### config.mk
export PLATFORM = sky130hd
export DESIGN_NAME = led_pattern_frame_parser_top
export DESIGN_NICKNAME = d
export VERILOG_FILES = /design/src/hdl/lpfp_pkg.sv /design/src/hdl/lpfp_cfg.sv /design/src/hdl/lpfp_parser.sv /design/src/hdl/led_pattern_frame_parser_top.sv
export VERILOG_INCLUDE_DIRS = /design/src /design/src/hdl
export SDC_FILE = /design/constraint.sdc
export NUM_CORES = 1
export LEC_CHECK = 0
export BUFFER_PORTS_ARGS = -buffer_cell sky130_fd_sc_hd__buf_4
export CELL_PAD_IN_SITES_DETAIL_PLACEMENT = 0
export CELL_PAD_IN_SITES_GLOBAL_PLACEMENT = 1
export CORE_MARGIN = 1
export CORE_UTILIZATION = 31
export CTS_CLUSTER_DIAMETER = 150
export DETAILED_ROUTE_END_ITERATION = 8
export HOLD_SLACK_MARGIN = 0.05
export PLACE_DENSITY_LB_ADDON = 0.1
export SKIP_CTS_REPAIR_TIMING = 1
export SLEW_MARGIN = 20
export SYNTH_ARGS = -nofsm -noshare
export SYNTH_HDL_FRONTEND = slang
export SYNTH_SLANG_ARGS = --single-unit
export TNS_END_PERCENT = 1
### constraint.sdc
create_clock -name clk -period 7.5 [get_ports clk]
set_input_delay 0 -clock clk [delete_from_list [all_inputs] [get_ports clk]]
set_output_delay 0 -clock clk [all_outputs]
set_load 0.02 [all_outputs]
### src/hdl/led_pattern_frame_parser_top_macros.svh
// Assertion helpers for the frame parser top.
`ifndef LED_PATTERN_FRAME_PARSER_TOP_MACROS_SVH
`define LED_PATTERN_FRAME_PARSER_TOP_MACROS_SVH

`ifndef ASSERT_OFF
// Same-cycle implication, disabled while in reset
`define LPFP_ASSERT_IMPLY(label, clk, rst_n, pre, post) \
    label: assert property (@(posedge clk) disable iff (!rst_n) ((pre) |-> (post))) \
        else $error("lpfp: same-cycle check failed");
// Next-cycle implication, disabled while in reset
`define LPFP_ASSERT_NEXT(label, clk, rst_n, pre, post) \
    label: assert property (@(posedge clk) disable iff (!rst_n) ((pre) |=> (post))) \
        else $error("lpfp: next-cycle check failed");
`else
`define LPFP_ASSERT_IMPLY(label, clk, rst_n, pre, post)
`define LPFP_ASSERT_NEXT(label, clk, rst_n, pre, post)
`endif

`endif

### src/hdl/lpfp_pkg.sv
package lpfp_pkg;

    // Configuration port
    localparam int CFG_IDX_W = 8;

    localparam logic [CFG_IDX_W-1:0] CFG_FIBER_COUNT     = 8'd0;
    localparam logic [CFG_IDX_W-1:0] CFG_STRIP_COUNT     = 8'd1;
    localparam logic [CFG_IDX_W-1:0] CFG_STRIP_LEDS_LOW  = 8'd2;
    localparam logic [CFG_IDX_W-1:0] CFG_STRIP_LEDS_HIGH = 8'd3;

    // Record kinds
    localparam logic [2:0] KIND_VERSION = 3'd0;
    localparam logic [2:0] KIND_HEADER  = 3'd1;
    localparam logic [2:0] KIND_FIBER   = 3'd2;
    localparam logic [2:0] KIND_LED     = 3'd3;
    localparam logic [2:0] KIND_VERDICT = 3'd4;

    localparam int OUT_TDATA_W = 128;

    // Register view handed to the parser, strip count already clamped
    typedef struct packed {
        logic [7:0]      fiber_count;
        logic [3:0]      strips_used;
        logic [7:0][7:0] strip_leds;
    } cfg_t;

    typedef struct packed {
        logic [2:0]  kind;
        logic [15:0] frame_number;
        logic [31:0] word_value;
        logic        fade_on;
        logic [7:0]  group_index;
        logic [7:0]  led_index;
        logic [7:0]  green;
        logic [7:0]  red;
        logic [7:0]  blue;
        logic [31:0] computed_sum;
        logic        sum_ok;
    } record_t;

endpackage

### src/hdl/lpfp_cfg.sv
module lpfp_cfg #(
    parameter int MAX_STRIPS = 8
) (
    input  logic                           clk,
    input  logic                           rst_n,
    input  logic                           cfg_valid,
    input  logic [lpfp_pkg::CFG_IDX_W-1:0] cfg_index,
    input  logic [31:0]                    cfg_data,
    output lpfp_pkg::cfg_t                 cfg
);
    import lpfp_pkg::*;

    localparam logic [3:0] MAX_USED = 4'(MAX_STRIPS);

    logic [7:0]  fiber_count_reg;
    logic [3:0]  strip_count_reg;
    logic [31:0] leds_low_reg;
    logic [31:0] leds_high_reg;

    // Write the addressed register, drop writes beyond the list
    always_ff @(posedge clk or negedge rst_n)
    begin
        if (!rst_n)
        begin
            fiber_count_reg <= 8'd0;
            strip_count_reg <= 4'd0;
            leds_low_reg    <= 32'd0;
            leds_high_reg   <= 32'd0;
        end
        else if (cfg_valid)
        begin
            unique case (cfg_index)
                CFG_FIBER_COUNT:     fiber_count_reg <= cfg_data[7:0];
                CFG_STRIP_COUNT:     strip_count_reg <= cfg_data[3:0];
                CFG_STRIP_LEDS_LOW:  leds_low_reg    <= cfg_data;
                CFG_STRIP_LEDS_HIGH: leds_high_reg   <= cfg_data;
                default:
                begin
                end
            endcase
        end
    end

    // Clamp strip count and present LED counts per strip
    assign cfg.fiber_count = fiber_count_reg;
    assign cfg.strips_used = (strip_count_reg > MAX_USED) ? MAX_USED : strip_count_reg;
    assign cfg.strip_leds  = {leds_high_reg, leds_low_reg};

endmodule

### src/hdl/lpfp_parser.sv
module lpfp_parser (
    input  logic              clk,
    input  logic              rst_n,
    input  logic              step,
    input  logic [7:0]        data_byte,
    input  logic              stream_start,
    input  lpfp_pkg::cfg_t    cfg,
    input  logic              out_ready,
    output logic              out_valid,
    output lpfp_pkg::record_t out_rec
);
    import lpfp_pkg::*;

    typedef enum logic [2:0] {
        PH_VER_MAJOR,
        PH_VER_MINOR,
        PH_TIME,
        PH_FADE,
        PH_FIBER,
        PH_LED,
        PH_SUM
    } phase_t;

    phase_t      phase_reg,     phase_next;
    logic [1:0]  byte_cnt_reg,  byte_cnt_next;
    logic [7:0]  fiber_pos_reg, fiber_pos_next;
    logic [2:0]  strip_pos_reg, strip_pos_next;
    logic [7:0]  led_pos_reg,   led_pos_next;
    logic [15:0] color_reg,     color_next;
    logic [31:0] word_reg,      word_next;
    logic [31:0] sum_reg,       sum_next;
    logic [15:0] frame_reg,     frame_next;
    logic [7:0]  major_reg,     major_next;
    logic        out_valid_reg;
    record_t     out_rec_reg;

    phase_t      phase_cur;
    logic [15:0] frame_cur;
    logic [31:0] sum_add;
    logic [31:0] word_shift;
    logic [7:0]  fiber_inc;
    logic [7:0]  led_inc;
    logic [7:0]  strip_mask;
    logic [3:0]  hit_first;
    logic [3:0]  hit_after;
    logic [3:0]  hit_sel;
    logic        use_strips;
    logic        rec_valid;
    record_t     rec;

    // First nonempty strip at or after a start index: {found, index}
    function automatic logic [3:0] first_strip(input logic [7:0] mask, input logic [3:0] from);
        logic [3:0] res;
        res = 4'd0;
        for (int i = 7; i >= 0; i--)
        begin
            if (mask[i] && (4'(i) >= from))
            begin
                res = {1'b1, 3'(i)};
            end
        end
        return res;
    endfunction

    // Strips that are in use and not empty
    always_comb
    begin
        for (int i = 0; i < 8; i++)
        begin
            strip_mask[i] = (cfg.strip_leds[i] != 8'd0) && (4'(i) < cfg.strips_used);
        end
    end

    assign hit_first  = first_strip(strip_mask, 4'd0);
    assign hit_after  = first_strip(strip_mask, {1'b0, strip_pos_reg} + 4'd1);
    assign phase_cur  = stream_start ? PH_VER_MAJOR : phase_reg;
    assign frame_cur  = stream_start ? 16'd0 : frame_reg;
    assign sum_add    = sum_reg + {24'd0, data_byte};
    assign word_shift = {data_byte, word_reg[31:8]};
    assign fiber_inc  = fiber_pos_reg + 8'd1;
    assign led_inc    = led_pos_reg + 8'd1;

    // Advance the parse by one byte
    always_comb
    begin
        phase_next     = phase_cur;
        byte_cnt_next  = byte_cnt_reg;
        fiber_pos_next = fiber_pos_reg;
        strip_pos_next = strip_pos_reg;
        led_pos_next   = led_pos_reg;
        color_next     = color_reg;
        word_next      = word_reg;
        sum_next       = sum_reg;
        frame_next     = frame_cur;
        major_next     = major_reg;
        rec            = '0;
        rec.frame_number = frame_cur;
        rec_valid      = 1'b0;
        use_strips     = 1'b0;
        hit_sel        = hit_first;

        unique case (phase_cur)
            PH_VER_MAJOR:
            begin
                major_next = data_byte;
                phase_next = PH_VER_MINOR;
            end
            PH_VER_MINOR:
            begin
                rec.kind       = KIND_VERSION;
                rec.word_value = {16'd0, major_reg, data_byte};
                rec_valid      = 1'b1;
                phase_next     = PH_TIME;
                byte_cnt_next  = 2'd0;
                sum_next       = 32'd0;
            end
            PH_TIME:
            begin
                sum_next  = sum_add;
                word_next = word_shift;
                if (byte_cnt_reg == 2'd3)
                begin
                    byte_cnt_next = 2'd0;
                    phase_next    = PH_FADE;
                end
                else
                begin
                    byte_cnt_next = byte_cnt_reg + 2'd1;
                end
            end
            PH_FADE:
            begin
                sum_next       = sum_add;
                rec.kind       = KIND_HEADER;
                rec.word_value = word_reg;
                rec.fade_on    = (data_byte != 8'd0);
                rec_valid      = 1'b1;
                byte_cnt_next  = 2'd0;
                color_next     = 16'd0;
                if (cfg.fiber_count != 8'd0)
                begin
                    phase_next     = PH_FIBER;
                    fiber_pos_next = 8'd0;
                end
                else
                begin
                    use_strips = 1'b1;
                end
            end
            PH_FIBER,
            PH_LED:
            begin
                sum_next = sum_add;
                if (byte_cnt_reg < 2'd2)
                begin
                    color_next    = {color_reg[7:0], data_byte};
                    byte_cnt_next = byte_cnt_reg + 2'd1;
                end
                else
                begin
                    byte_cnt_next = 2'd0;
                    rec.green     = color_reg[15:8];
                    rec.red       = color_reg[7:0];
                    rec.blue      = data_byte;
                    rec_valid     = 1'b1;
                    color_next    = 16'd0;
                    if (phase_cur == PH_FIBER)
                    begin
                        rec.kind        = KIND_FIBER;
                        rec.group_index = fiber_pos_reg;
                        if ((fiber_inc == 8'd0) || (fiber_inc >= cfg.fiber_count))
                        begin
                            fiber_pos_next = 8'd0;
                            use_strips     = 1'b1;
                        end
                        else
                        begin
                            fiber_pos_next = fiber_inc;
                        end
                    end
                    else
                    begin
                        rec.kind        = KIND_LED;
                        rec.group_index = {5'd0, strip_pos_reg};
                        rec.led_index   = led_pos_reg;
                        if ((led_inc == 8'd0) || (led_inc >= cfg.strip_leds[strip_pos_reg]))
                        begin
                            led_pos_next = 8'd0;
                            use_strips   = 1'b1;
                            hit_sel      = hit_after;
                        end
                        else
                        begin
                            led_pos_next = led_inc;
                        end
                    end
                end
            end
            default:
            begin
                // Checksum bytes; an unused code closes the frame at once
                word_next = word_shift;
                if ((phase_cur == PH_SUM) && (byte_cnt_reg < 2'd3))
                begin
                    byte_cnt_next = byte_cnt_reg + 2'd1;
                end
                else
                begin
                    rec.kind         = KIND_VERDICT;
                    rec.word_value   = word_shift;
                    rec.computed_sum = sum_reg;
                    rec.sum_ok       = (word_shift == sum_reg);
                    rec_valid        = 1'b1;
                    frame_next       = frame_cur + 16'd1;
                    sum_next         = 32'd0;
                    byte_cnt_next    = 2'd0;
                    phase_next       = PH_TIME;
                end
            end
        endcase

        // Enter the next nonempty strip, else go to the checksum
        if (use_strips)
        begin
            if (hit_sel[3])
            begin
                phase_next     = PH_LED;
                strip_pos_next = hit_sel[2:0];
                led_pos_next   = 8'd0;
            end
            else
            begin
                phase_next = PH_SUM;
            end
        end
    end

    // Hold parse state and the result register
    always_ff @(posedge clk or negedge rst_n)
    begin
        if (!rst_n)
        begin
            phase_reg     <= PH_VER_MAJOR;
            byte_cnt_reg  <= 2'd0;
            fiber_pos_reg <= 8'd0;
            strip_pos_reg <= 3'd0;
            led_pos_reg   <= 8'd0;
            color_reg     <= 16'd0;
            word_reg      <= 32'd0;
            sum_reg       <= 32'd0;
            frame_reg     <= 16'd0;
            major_reg     <= 8'd0;
            out_valid_reg <= 1'b0;
            out_rec_reg   <= '0;
        end
        else if (step)
        begin
            phase_reg     <= phase_next;
            byte_cnt_reg  <= byte_cnt_next;
            fiber_pos_reg <= fiber_pos_next;
            strip_pos_reg <= strip_pos_next;
            led_pos_reg   <= led_pos_next;
            color_reg     <= color_next;
            word_reg      <= word_next;
            sum_reg       <= sum_next;
            frame_reg     <= frame_next;
            major_reg     <= major_next;
            out_valid_reg <= rec_valid;
            out_rec_reg   <= rec;
        end
        else if (out_ready)
        begin
            out_valid_reg <= 1'b0;
        end
    end

    assign out_valid = out_valid_reg;
    assign out_rec   = out_rec_reg;

endmodule

### src/hdl/led_pattern_frame_parser_top.sv
// LED pattern frame parser.
// Input stream: one byte per word on s_axis; s_axis_tuser marks the first
// version byte of a stream and restarts parsing and frame numbering.
// Output stream: at most one record per input byte on m_axis, the record
// kind in m_axis_tuser (version, frame header, fiber color, LED color,
// checksum verdict), the record fields packed in m_axis_tdata.
// Configuration: write-only port, cfg_index selects fiber count, strip
// count, LED counts of strips 0-3 and of strips 4-7; other indexes are
// ignored. cfg_ready is always high. Write only while the stream is idle.
// A record is presented from the result register: its last byte is first
// held in the input register, and the parse step loads the result register
// from it once the result register is free or being drained.
// Throughput: one byte per cycle while m_axis_tready is high, set by the
// combinational parse step between the input and result registers.
// Reset clears the registers to zero and expects a version byte first.
// When a record waits and m_axis_tready is low the result register holds;
// one more byte waits in the input register, after which s_axis_tready drops.
module led_pattern_frame_parser_top #(
    parameter int MAX_STRIPS = 8
) (
    input  logic                                 clk,
    input  logic                                 rst_n,
    // Input stream
    input  logic                                 s_axis_tvalid,
    output logic                                 s_axis_tready,
    input  logic [7:0]                           s_axis_tdata,  // [7:0] data_byte
    input  logic                                 s_axis_tuser,  // [0] stream_start
    // Output stream
    output logic                                 m_axis_tvalid,
    input  logic                                 m_axis_tready,
    // [15:0] frame_number, [47:16] word_value, [48] fade_on,
    // [56:49] group_index, [64:57] led_index, [72:65] green, [80:73] red,
    // [88:81] blue, [120:89] computed_sum, [121] sum_ok, [127:122] zero
    output logic [lpfp_pkg::OUT_TDATA_W-1:0]     m_axis_tdata,
    output logic [2:0]                           m_axis_tuser,  // [2:0] kind
    // Configuration writes
    input  logic                                 cfg_valid,
    output logic                                 cfg_ready,
    input  logic [lpfp_pkg::CFG_IDX_W-1:0]       cfg_index,
    input  logic [31:0]                          cfg_data
);
    import lpfp_pkg::*;

    `include "led_pattern_frame_parser_top_macros.svh"

    logic       in_valid_reg, in_valid_next;
    logic [7:0] in_byte_reg;
    logic       in_start_reg;
    logic       step;
    logic       in_accept;
    cfg_t       cfg;
    record_t    out_rec;

    assign cfg_ready = 1'b1;

    lpfp_cfg #(
        .MAX_STRIPS (MAX_STRIPS)
    ) u_cfg (
        .clk       (clk),
        .rst_n     (rst_n),
        .cfg_valid (cfg_valid),
        .cfg_index (cfg_index),
        .cfg_data  (cfg_data),
        .cfg       (cfg)
    );

    // Advance when the result register is free or being drained
    assign step          = in_valid_reg && (!m_axis_tvalid || m_axis_tready);
    assign s_axis_tready = !in_valid_reg || step;
    assign in_accept     = s_axis_tvalid && s_axis_tready;
    assign in_valid_next = in_accept ? 1'b1 : (step ? 1'b0 : in_valid_reg);

    // Hold the input word
    always_ff @(posedge clk or negedge rst_n)
    begin
        if (!rst_n)
        begin
            in_valid_reg <= 1'b0;
            in_byte_reg  <= 8'd0;
            in_start_reg <= 1'b0;
        end
        else
        begin
            in_valid_reg <= in_valid_next;
            if (in_accept)
            begin
                in_byte_reg  <= s_axis_tdata;
                in_start_reg <= s_axis_tuser;
            end
        end
    end

    lpfp_parser u_parser (
        .clk          (clk),
        .rst_n        (rst_n),
        .step         (step),
        .data_byte    (in_byte_reg),
        .stream_start (in_start_reg),
        .cfg          (cfg),
        .out_ready    (m_axis_tready),
        .out_valid    (m_axis_tvalid),
        .out_rec      (out_rec)
    );

    // Pack the record
    assign m_axis_tuser = out_rec.kind;
    assign m_axis_tdata = {6'd0, out_rec.sum_ok, out_rec.computed_sum, out_rec.blue,
                           out_rec.red, out_rec.green, out_rec.led_index,
                           out_rec.group_index, out_rec.fade_on, out_rec.word_value,
                           out_rec.frame_number};

    `LPFP_ASSERT_IMPLY(a_stall_only_when_full, clk, rst_n, !s_axis_tready,
        in_valid_reg && m_axis_tvalid && !m_axis_tready)
    `LPFP_ASSERT_NEXT(a_input_word_kept, clk, rst_n, in_valid_reg && !step, in_valid_reg)
    `LPFP_ASSERT_IMPLY(a_verdict_consistent, clk, rst_n,
        m_axis_tvalid && (out_rec.kind == KIND_VERDICT),
        out_rec.sum_ok == (out_rec.word_value == out_rec.computed_sum))
    `LPFP_ASSERT_IMPLY(a_color_only_in_color, clk, rst_n,
        m_axis_tvalid && (out_rec.kind != KIND_FIBER) && (out_rec.kind != KIND_LED),
        (out_rec.green == 8'd0) && (out_rec.red == 8'd0) && (out_rec.blue == 8'd0))

endmodule
==> load_flow_metrics.sql, run 1 <==
INSERT INTO impl_metrics (metric_group, metric, value, unit) VALUES
('floorplan', 'floorplan.initialDensity', '31.5', '%'),
('finish', 'final_common_cell', 'dfrtp_1', ''),
('floorplan', 'die-height', '234', 'um'),
('power_and_ir_drop', 'worst_ir_drop_vdd', '154', 'uV'),
('logic_synthesis', 'synth.cell_area', '0.0167', 'mm^2'),
('job', 'maximum_capacitance_violations', '0', ''),
('global_routing', 'antenna_found_initial', '0', ''),
('clock_network', 'cts.reportedPaths.clkPinSlew', '0.06', 'ns'),
('worst_setup_path', 'crit_required', '7.95', 'ns'),
('logic_synthesis', 'yosys.cell_types.count', '80', ''),
('drt', 'vias_per_cell', '5.04', ''),
('sta', 'timing.max_slew.rel_slack', '28.4', '%'),
('finish', 'antennaDiodeCount', '0', ''),
('drt', 'routed-via-count', '12800', ''),
('worst_setup_path', 'crit_path_max_fanout', '21', ''),
('global_routing', 'grt_pass1_vias', '12800', ''),
('finish', 'fin_cells', '2536', ''),
('finish', 'layout_common_cells', '340 x dfrtp_1, 282 x nand2_1, 199 x buf_4', ''),
('logic_synthesis', 'synth.ff_latch_count', '340', ''),
('worst_hold_path', 'hold_path_class', 'in -> reg', ''),
('sta', 'setup_viol', '0', ''),
('global_routing', 'gr-total-overflow', '0', ''),
('placed_design', 'buffer_ports.inserted', '180', ''),
('sta', 'clock-skew-final', '0.0229', 'ns'),
('placed_design', 'pre_cts_ws', '3.81', 'ns'),
('clock_network', 'worst_skew_pair.late_latency', '0.56', 'ns'),
('outcome', 'result_of_the_run', 'finished, final reports clean', ''),
('drt', 'detailedRoute.firstIterationViolations', '752', ''),
('sta', 'timing_hold_violations_final', '0', ''),
('finish', 'finalNetCount', '1906', ''),
('logic_synthesis', 'number_of_flops_mapped_to_enable_cells_by_yosys', '0', ''),
('worst_setup_path', 'setup.worst_path.start_class', 'flip-flop', ''),
('finish', 'area.growth.synth_to_final', '23.3', '%'),
('finish', 'multiInputGateArea', '0.00765', 'mm^2'),
('sta', 'hold_ws', '0.0198', 'ns'),
('placed_design', 'place_inst', '2412', ''),
('clock_network', 'cts_max_path_buffers', '3', ''),
('finish', 'post_route_cells_drive_above_1_share', '23.8', '%'),
('drt', 'first_pass_detailed_route_iteration_total', '7', ''),
('floorplan', 'placeableCoreArea', '0.0529', 'mm^2'),
('floorplan', 'design.portCount', '188', ''),
('logic_synthesis', 'syn_avg_cell_area', '10.3', 'um^2'),
('logic_synthesis', 'ys_seq_area_share', '51.1', '%'),
('drt', 'drt.antenna.violating_nets', '0', ''),
('worst_setup_path', 'worst-r2r-setup-slack', '3.78', 'ns'),
('logic_synthesis', 'synth.area.top_cells', 'dfrtp_1 51%, mux2_2 8.0%, nand2_1 6.4%, o21ai_0 3.5%, xnor2_1 2.7%', ''),
('global_routing', 'grt_max_degree', '102', ''),
('logic_synthesis', 'yosysTopAreaCellShare', '51.1', '%'),
('floorplan', 'die_area', '0.0547', 'mm^2'),
('sta', 'drv_slew', '0', ''),
('clock_network', 'clock_sinks', '340', ''),
('clock_network', 'htree_levels', '2', ''),
('power_and_ir_drop', 'power_leakage', '0.00949', 'uW'),
('floorplan', 'floorplan.die.width', '234', 'um'),
('drt', 'routedWlPerCell', '20.3', 'um'),
('drt', 'post-route-drc-count', '0', ''),
('finish', 'area.sequential', '0.00851', 'mm^2'),
('sta', 'worst_pin_slew', '1.07', 'ns'),
('sta', 'fin_ws', '3.78', 'ns'),
('sta', 'grt_setup_unrepaired', 'no', ''),
('worst_setup_path', 'arrival', '4.17', 'ns'),
('sta', 'finalCritPeriodShare', '49.6', '%'),
('placed_design', 'final_replace_weighted_congestion', '0.811', ''),
('worst_setup_path', 'setup.worst_path.end_class', 'flip-flop', ''),
('logic_synthesis', 'ys_dominant_reg_cell', 'dfrtp_1', ''),
('logic_synthesis', 'postSynthCellCount', '1624', ''),
('clock_network', 'clock-root-buffer', 'clkbuf_16', ''),
('logic_synthesis', 'yosysWarningCount', '0', ''),
('power_and_ir_drop', 'power.density_cell_area', '284', 'mW/mm^2'),
('drt', 'routed_wl', '51.5', 'mm'),
('sta', 'achievable-frequency', '269', 'MHz');
[cells by family (layout without fill, tap and decap cells)]
group / count (synthesis) / in the layout / synth area share (%)
DFF: 340 / 340 / 51.1
xor gates and xnor gates: 79 / 79 / 4.20
AOI/OAI and AO/OA: 304 / 304 / 11.7
other: 2 / 7 / 0.0451
and+or+nand+nor: 585 / 585 / 16.2
muxes: 145 / 145 / 10.9
buffers and inverters: 134 / 353 / 3.33
adders and majority gates: 35 / 35 / 2.67
[worst max-delay path, stage by stage (launching register included)]
cell and delay (ns):
dfrtp_1 0.89, mux4_2 0.42, nand2_1 0.08, nand2_1 0.09, ha_1 0.26, nand2b_1 0.14, nand3_1 0.07, a21oi_1 0.07
o311a_1 0.44, o21ai_4 0.30, mux2i_4 0.38, nand3_4 0.15, a32o_2 0.32
[synthesized netlist by cell type, types with 8 or more instances]
master    count
nor2b_1      15
inv_1        29
clkbuf_1     79
o22ai_1      20
xor2_1       27
mux4_2       16
nand3_1      62
buf_4         8
xnor2_1      51
o21ai_0     115
a21o_1       11
nand2b_1     11
nand2_1     283
dfrtp_1     340
mux2_2      118
mux2i_1      10
a22o_1       10
a221oi_1     15
a21oi_1      51
nor4_1       18
buf_2        12
nor2_1      101
or3_1        11
o31ai_1       9
ha_1         34
a31oi_1       8
nand4_1      17
nor3_1       18
a22oi_1      20
[cell type report]
class | count | share of cell area, %
multi-input combinational | 1155 | 37.2
clock inverter | 14 | 0.883
sequential | 340 | 41.4
inverter | 29 | 0.530
clock buffer | 62 | 6.12
tap | 688 | 4.19
timing repair buffer | 248 | 9.68
[power breakdown]
group | total [uW] | leakage, uW | internal (uW) | switching (uW)
clock network | 2120 | 0.000716 | 1300 | 822
logic | 1310 | 0.00421 | 532 | 782
registers | 2400 | 0.00457 | 2080 | 326
total | 5840 | 0.00949 | 3910 | 1930
[final timing paths]
kind                                                       start                                    to  cells past startpoint
setup / recovery           u_parser.strip_pos_reg[1]$_DFFE_PN0P_   u_parser.led_pos_reg[5]$_DFFE_PN0P_                     12
hold / removal                                      cfg_index[3]  u_cfg.fiber_count_reg[1]$_DFFE_PN0P_                      5
setup reg to reg           u_parser.strip_pos_reg[1]$_DFFE_PN0P_   u_parser.led_pos_reg[5]$_DFFE_PN0P_                     12
hold reg to reg                 u_parser.out_rec[45]$_DFFE_PN0P_      u_parser.out_rec[45]$_DFFE_PN0P_                      2
max in group asynchronous                                  rst_n      u_parser.out_rec[46]$_DFFE_PN0P_                      3
min in group asynchronous                                  rst_n     u_parser.out_rec[114]$_DFFE_PN0P_                      2
[through the flow]
stage / total power, uW / instance area, um^2
floorplan: 3170 / 16700
global placement: 3740 / 18600
detailed placement: 3750 / 18600
CTS: 5920 / 20100
global route: 6150 / 20600
finish: 5840 / 20600
[per-layer routing]
layer / track usage [%] / share of wire, % / vias to the layer above
li1: - / - / 6097
met1: 25.3 / 45 / 6390
met2: 31.8 / 49 / 221
met3: 2.59 / 3.1 / 67
met4: 5.48 / 2.3 / 0
met5: 0 / 0 / -
Note: power is estimated with default switching activity, not from simulation.
==> run 2, diff against run 1 <==
- clock period: 7.5 -> 3.9 ns (I/O delays scaled with it)
==> run 2 against run 1 <==
Compared with the run above: highest routed layer unchanged; sequential power rose by 92%; via count is 0.38% higher; largest power group unchanged; cell area increased by 0.59%; flip-flop and latch count stayed put; maximum frequency is 3.8% higher; sequential share of layout area decreased by 0.24 points; wire length about the same.
==> load_flow_metrics.sql, run 2 (synthesized netlist as in run 1, its figures left out) <==
INSERT INTO impl_metrics (metric_group, metric, value, unit) VALUES
('clock_network', 'cts_inserted_buffers', '42', ''),
('global_routing', 'antenna_found_initial', '0', ''),
('global_routing', 'grt_max_degree', '95', ''),
('worst_setup_path', 'critPathMostFrequentCell', 'a21oi_1', ''),
('worst_setup_path', 'cpPeakStageDelay', '0.72', 'ns'),
('sta', 'drv_slew', '0', ''),
('drt', 'wl_met3', '1.57', 'mm'),
('finish', 'final_area', '0.0207', 'mm^2'),
('sta', 'final.setup.tns', '0', 'ns'),
('sta', 'finalCritPeriodShare', '91.9', '%'),
('global_routing', 'grt_pass1_vias', '12900', ''),
('finish', 'post_route_cells_drive_above_1_share', '24.1', '%'),
('worst_setup_path', 'reg2reg_to', 'u_parser.led_pos_reg[5]$_DFFE_PN0P_', ''),
('worst_setup_path', 'crit_path_max_fanout', '14', ''),
('drt', 'met2RoutedLength', '25.5', 'mm'),
('placed_design', 'postPlaceCellArea', '0.0187', 'mm^2'),
('sta', 'achievable-frequency', '279', 'MHz'),
('sta', 'hold_ws', '0.0147', 'ns'),
('sta', 'setup_viol', '0', ''),
('clock_network', 'tritoncts', 'done', ''),
('worst_hold_path', 'timing.hold.worst_path_depth', '4', ''),
('drt', 'routed-via-count', '12800', ''),
('clock_network', 'clock_sinks', '340', ''),
('sta', 'grt_setup_unrepaired', 'no', ''),
('floorplan', 'design.portCount', '188', ''),
('drt', 'detailedRoute.firstIterationViolations', '753', ''),
('sta', 'clock-skew-final', '0.0172', 'ns'),
('sta', 'min_period', '3.59', 'ns'),
('worst_setup_path', 'setup.worst_path.end_class', 'flip-flop', ''),
('worst_setup_path', 'r2r-start', 'u_parser.strip_pos_reg[1]$_DFFE_PN0P_', ''),
('worst_setup_path', 'worst-r2r-setup-slack', '0.31', 'ns'),
('drt', 'routed_wl', '51.5', 'mm'),
('worst_setup_path', 'startpoint', 'u_parser.strip_pos_reg[1]$_DFFE_PN0P_', ''),
('drt', 'post-route-drc-count', '0', ''),
('worst_hold_path', 'worstHoldStart', 'cfg_index[2]', ''),
('worst_setup_path', 'critical_path_buf_inv_count', '0', ''),
('finish', 'layout_common_cells', '339 x dfrtp_1, 282 x nand2_1, 209 x buf_4', ''),
('power_and_ir_drop', 'power_leakage', '0.00954', 'uW'),
('finish', 'finalNetCount', '1922', ''),
('worst_setup_path', 'critical_path.cell_chain', 'mux4_2, mux2i_1, ha_1, a21oi_1, a21oi_1, o311a_1, o21ai_4, mux2i_4, nand3_4, a32o_2', ''),
('finish', 'area.growth.synth_to_final', '24.1', '%'),
('placed_design', 'final_replace_weighted_congestion', '0.835', ''),
('worst_setup_path', 'crit_required', '4.36', 'ns'),
('drt', 'routedWlPerCell', '20.2', 'um'),
('worst_setup_path', 'setup.worst_path.start_class', 'flip-flop', ''),
('global_routing', 'grt_first_pass_wirelength', '79.4', 'mm'),
('clock_network', 'htree_levels', '2', ''),
('sta', 'timing_hold_violations_final', '0', ''),
('drt', 'vias_per_cell', '5.02', ''),
('floorplan', 'floorplan.die.width', '234', 'um'),
('worst_hold_path', 'hold_path_class', 'in -> reg', ''),
('drt', 'met1_length', '23.4', 'mm'),
('job', 'maximum_capacitance_violations', '0', ''),
('floorplan', 'placeableCoreArea', '0.0529', 'mm^2'),
('finish', 'number_of_flip_flops_in_the_largest_register', '125', ''),
('clock_network', 'worst_skew_pair.late_latency', '0.56', 'ns'),
('worst_setup_path', 'cpMaxStageDelayCell', 'dfrtp_1', ''),
('global_routing', 'groute.usage.overall', '18.9', '%'),
('floorplan', 'floorplan.initialDensity', '31.5', '%'),
('worst_setup_path', 'worstSetupPathType', 'reg -> reg', ''),
('drt', 'first_pass_detailed_route_iteration_total', '7', ''),
('power_and_ir_drop', 'design_power_total', '11100', 'uW'),
('sta', 'worst_pin_slew', '0.904', 'ns'),
('floorplan', 'core.rowCount', '84', ''),
('finish', 'antennaDiodeCount', '0', ''),
('power_and_ir_drop', 'worst_ir_drop_vdd', '299', 'uV'),
('sta', 'timing.max_slew.rel_slack', '39.3', '%'),
('clock_network', 'cts.reportedPaths.clkPinSlew', '0.06', 'ns'),
('drt', 'topRoutingLayerUsed', 'met4', ''),
('placed_design', 'buffer_ports.inserted', '180', ''),
('worst_hold_path', 'endpoint_with_the_worst_hold_slack', 'u_cfg.fiber_count_reg[3]$_DFFE_PN0P_', ''),
('placed_design', 'place.detailed.hpwl', '35.8', 'mm'),
('worst_setup_path', 'critPathTopFamily', 'compound AO/OA/AOI/OAI gates', ''),
('outcome', 'result_of_the_run', 'finished, final reports clean', ''),
('power_and_ir_drop', 'power.density_cell_area', '537', 'mW/mm^2'),
('drt', 'drt.antenna.violating_nets', '0', ''),
('clock_network', 'cts_max_path_buffers', '3', ''),
('global_routing', 'gr-total-overflow', '0', ''),
('worst_setup_path', 'reg2regPathDepth', '10', ''),
('floorplan', 'die-height', '234', 'um'),
('floorplan', 'die_area', '0.0547', 'mm^2'),
('worst_setup_path', 'arrival', '4.04', 'ns'),
('finish', 'final_common_cell', 'dfrtp_1', ''),
('clock_network', 'clock-root-buffer', 'clkbuf_16', '');
-- run 2: changes by cell type in the layout (fill, tap and decap cells not counted), moves of 2 or more --
cell	before	now
clkbuf_16	43	45
clkinv_2	7	5
buf_4	199	209
clkinvlp_4	0	2
dlygate4sd3_1	48	53
clkbuf_1	8	10
buf_12	0	2
inv_6	2	0
bufinv_16	4	1
-- run 2: metal layers --
| layer | vias to the layer above | track usage, % |
|---|---|---|
| met1 | 6411 | 25.4 |
| met4 | 0 | 4.55 |
| met2 | 219 | 31.8 |
| met5 | - | 0 |
| li1 | 6133 | - |
| met3 | 60 | 2.99 |
-- run 2: worst max path at each step --
stage | to | slack, ns | cells after the start
floorplan | u_parser.led_pos_reg[1]$_DFFE_PN0P_ | 0.14 | 12
global placement | u_parser.led_pos_reg[5]$_DFFE_PN0P_ | 0.19 | 11
detailed placement | u_parser.led_pos_reg[5]$_DFFE_PN0P_ | 0.15 | 11
CTS | u_parser.led_pos_reg[4]$_DFFE_PN0P_ | 0.12 | 11
global route | u_parser.led_pos_reg[6]$_DFFE_PN0P_ | 0.13 | 11
finish | u_parser.led_pos_reg[5]$_DFFE_PN0P_ | 0.31 | 10
-- run 2: layout make-up --
class,instances,area (um^2)
clock buffer,66,1320
tap,688,861
multi-input combinational,1155,7650
sequential,340,8510
timing repair buffer,265,2150
inverter,29,109
fill,5256,32200
clock inverter,9,78.8
-- run 2: worst min-delay path, stage by stage --
cell,delay (ns)
buf_4,0.08
nor4_1,0.07
nor3b_2,0.25
o21ai_0,0.15
-- run 2: through the flow --
| stage | cells | util (%) | setup slack [ns] |
|---|---|---|---|
| 5_1_grt | 2552 | 39.1 | 0.129 |
| 3_5_place_dp | 2424 | 35.5 | 0.151 |
| 4_1_cts | 2499 | 38.1 | 0.116 |
| 6_report | 2552 | 39.1 | 0.315 |
| 2_1_floorplan | 1629 | - | 0.141 |
| 3_3_place_gp | 2424 | 35.5 | 0.187 |
-- run 2: report_power, final --
part / switching (uW) / leakage (uW) / total, uW / internal, uW
combinational: 1530 / 0.00429 / 2570 / 1040
sequential: 605 / 0.00456 / 4600 / 3990
clock: 1560 / 0.000684 / 3940 / 2370
==> run 3, diff against run 2 <==
- CORE_UTILIZATION: 31 -> 46
==> run 3 against run 2 <==
Compared with the run above: via count grew 1.3%; core utilization grew 18 points; largest power group unchanged; clock-buffer cell count shrank 7.
==> load_flow_metrics.sql, run 3 (synthesized netlist as in run 1, its figures left out) <==
INSERT INTO impl_metrics (metric_group, metric, value, unit) VALUES
('outcome', 'result_of_the_run', 'finished, final reports clean', ''),
('placed_design', 'place.detailed.hpwl', '31.2', 'mm'),
('floorplan', 'placeableCoreArea', '0.0356', 'mm^2'),
('finish', 'area.growth.synth_to_final', '21.9', '%'),
('finish', 'final_area', '0.0203', 'mm^2'),
('drt', 'detailedRoute.firstIterationViolations', '698', ''),
('clock_network', 'cts_max_path_buffers', '3', ''),
('worst_setup_path', 'crit_path_max_fanout', '12', ''),
('power_and_ir_drop', 'power_leakage', '0.00951', 'uW'),
('power_and_ir_drop', 'power.density_cell_area', '542', 'mW/mm^2'),
('clock_network', 'cts_inserted_buffers', '39', ''),
('finish', 'final_common_cell', 'dfrtp_1', ''),
('global_routing', 'gr-total-overflow', '0', ''),
('global_routing', 'met3_track_demand_over_resource', '3.36', '%'),
('sta', 'hold_ws', '0.0118', 'ns'),
('sta', 'finalCritPeriodShare', '90.5', '%'),
('finish', 'area.sequential', '0.00851', 'mm^2'),
('finish', 'layout_common_cells', '339 x dfrtp_1, 282 x nand2_1, 207 x buf_4', ''),
('sta', 'grt_setup_unrepaired', 'no', ''),
('sta', 'timing_hold_violations_final', '0', ''),
('drt', 'routed-via-count', '13000', ''),
('sta', 'final.setup.tns', '0', 'ns'),
('floorplan', 'floorplan.die.width', '192', 'um'),
('worst_setup_path', 'worst-r2r-setup-slack', '0.37', 'ns'),
('worst_hold_path', 'worstHoldStart', 'cfg_index[5]', ''),
('global_routing', 'grt_pass1_vias', '12700', ''),
('clock_network', 'clock_sinks', '340', ''),
('worst_setup_path', 'worstSetupPathType', 'reg -> reg', ''),
('global_routing', 'grt_max_degree', '117', ''),
('worst_setup_path', 'setup.worst_path.end_class', 'flip-flop', ''),
('worst_hold_path', 'endpoint_with_the_worst_hold_slack', 'u_cfg.strip_count_reg[0]$_DFFE_PN0P_', ''),
('worst_setup_path', 'setup.worst_path.start_class', 'flip-flop', ''),
('floorplan', 'core.rowCount', '69', ''),
('worst_setup_path', 'arrival', '3.96', 'ns'),
('placed_design', 'buffer_ports.inserted', '180', ''),
('drt', 'vias_per_cell', '5.62', ''),
('finish', 'number_of_flip_flops_in_the_largest_register', '125', ''),
('drt', 'routedWlPerCell', '19.8', 'um'),
('clock_network', 'clock-root-buffer', 'clkbuf_16', ''),
('clock_network', 'htree_levels', '2', ''),
('floorplan', 'die-height', '192', 'um'),
('worst_setup_path', 'reg2regPathDepth', '11', ''),
('clock_network', 'tritoncts', 'done', ''),
('sta', 'drv_slew', '0', ''),
('finish', 'finalNetCount', '1911', ''),
('power_and_ir_drop', 'worst_ir_drop_vdd', '392', 'uV'),
('global_routing', 'use_met2', '40.2', '%'),
('worst_hold_path', 'hold_path_class', 'in -> reg', ''),
('drt', 'routed_wl', '45.7', 'mm'),
('worst_setup_path', 'r2r-start', 'u_parser.strip_pos_reg[0]$_DFFE_PN0P_', ''),
('global_routing', 'busiest_layer_in_global_routing', 'met2', ''),
('drt', 'drt.antenna.violating_nets', '0', ''),
('finish', 'post_route_cells_drive_above_1_share', '24.2', '%'),
('floorplan', 'die_area', '0.0370', 'mm^2'),
('sta', 'worst_pin_slew', '1.02', 'ns'),
('sta', 'achievable-frequency', '283', 'MHz'),
('placed_design', 'postPlaceCellArea', '0.0185', 'mm^2'),
('global_routing', 'grt_first_pass_wirelength', '72.3', 'mm'),
('sta', 'timing.max_slew.rel_slack', '32.0', '%'),
('global_routing', 'groute.usage.overall', '25.1', '%'),
('worst_hold_path', 'timing.hold.worst_path_depth', '4', ''),
('worst_setup_path', 'reg2reg_to', 'u_parser.led_pos_reg[5]$_DFFE_PN0P_', ''),
('global_routing', 'antenna_found_initial', '0', ''),
('clock_network', 'worst_skew_pair.late_latency', '0.55', 'ns'),
('placed_design', 'final_replace_weighted_congestion', '0.857', ''),
('clock_network', 'cts.reportedPaths.clkPinSlew', '0.06', 'ns'),
('finish', 'antennaDiodeCount', '0', ''),
('sta', 'setup_viol', '0', ''),
('sta', 'min_period', '3.53', 'ns'),
('floorplan', 'floorplan.initialDensity', '46.9', '%'),
('drt', 'post-route-drc-count', '0', ''),
('global_routing', 'global_route.usage.met1', '35.8', '%'),
('sta', 'clock-skew-final', '0.0193', 'ns'),
('floorplan', 'design.portCount', '188', ''),
('finish', 'fill_cells', '3166', ''),
('job', 'maximum_capacitance_violations', '0', ''),
('finish', 'multiInputGateArea', '0.00765', 'mm^2'),
('worst_setup_path', 'crit_required', '4.33', 'ns'),
('drt', 'first_pass_detailed_route_iteration_total', '5', '');
## run 3: cell types whose count changed in the layout (fill, tap and decap cells not counted), sizes merged
cell	before	now
buf	212	211
bufinv	1	4
clkbuf	66	59
clkinv	6	4
clkinvlp	2	1
dlygate4sd3	53	46
inv	29	30
## run 3: worst max-delay path: stages (launching register included)
cell and delay, ns:
dfrtp_2 0.60, buf_4 0.20, mux4_2 0.48, mux2i_1 0.15
ha_1 0.27, a21oi_1 0.15, nor2b_1 0.06, o311a_1 0.40
o21ai_4 0.29, mux2i_4 0.37, nand3_4 0.14, a32o_2 0.30
## run 3: stage by stage
| stage | util [%] | power [uW] | setup slack [ns] | cells |
|---|---|---|---|---|
| finish | 57.1 | 11000 | 0.370 | 2311 |
| global route | 57.1 | 11500 | 0.159 | 2311 |
| CTS | 55.8 | 11100 | 0.170 | 2265 |
| detailed placement | 51.9 | 7130 | 0.212 | 2196 |
| global placement | 51.9 | 7080 | 0.273 | 2196 |
| floorplan | - | 6110 | 0.141 | 1629 |
## run 3: worst max path at each step
stage	from	endpoint	slack, ns	cells after the start
final	u_parser.strip_pos_reg[0]$_DFFE_PN0P_	u_parser.led_pos_reg[5]$_DFFE_PN0P_	0.37	11
after global routing	u_parser.strip_pos_reg[0]$_DFFE_PN0P_	u_parser.led_pos_reg[6]$_DFFE_PN0P_	0.16	11
after CTS	u_parser.strip_pos_reg[0]$_DFFE_PN0P_	u_parser.led_pos_reg[5]$_DFFE_PN0P_	0.17	11
after detailed placement	u_parser.strip_pos_reg[0]$_DFFE_PN0P_	u_parser.led_pos_reg[4]$_DFFE_PN0P_	0.21	11
after global placement	u_parser.strip_pos_reg[0]$_DFFE_PN0P_	u_parser.led_pos_reg[7]$_DFFE_PN0P_	0.27	11
after floorplan	u_parser.strip_pos_reg[0]$_DFFE_PN0P_	u_parser.led_pos_reg[1]$_DFFE_PN0P_	0.14	12
## run 3: where the power goes
| group | internal, uW | switching [uW] |
|---|---|---|
| clock network | 2410 | 1480 |
| registers | 3990 | 604 |
| logic | 1030 | 1480 |
| total | 7440 | 3570 |
## run 3: cell type report
cell class | instances | share of cell area, %
multi-input cells | 1155 | 37.7
inverters | 29 | 0.536
repair buffers | 257 | 10.3
clock inverters | 10 | 0.801
flip-flops and latches | 340 | 41.9
clock buffers | 59 | 5.98
well taps | 461 | 2.84
## run 3: routing by layer
metal	share of wire [%]	vias to the layer above
met2	48	299
met4	1.6	0
met5	0	-
met3	4.2	58
li1	-	6118
met1	46	6517
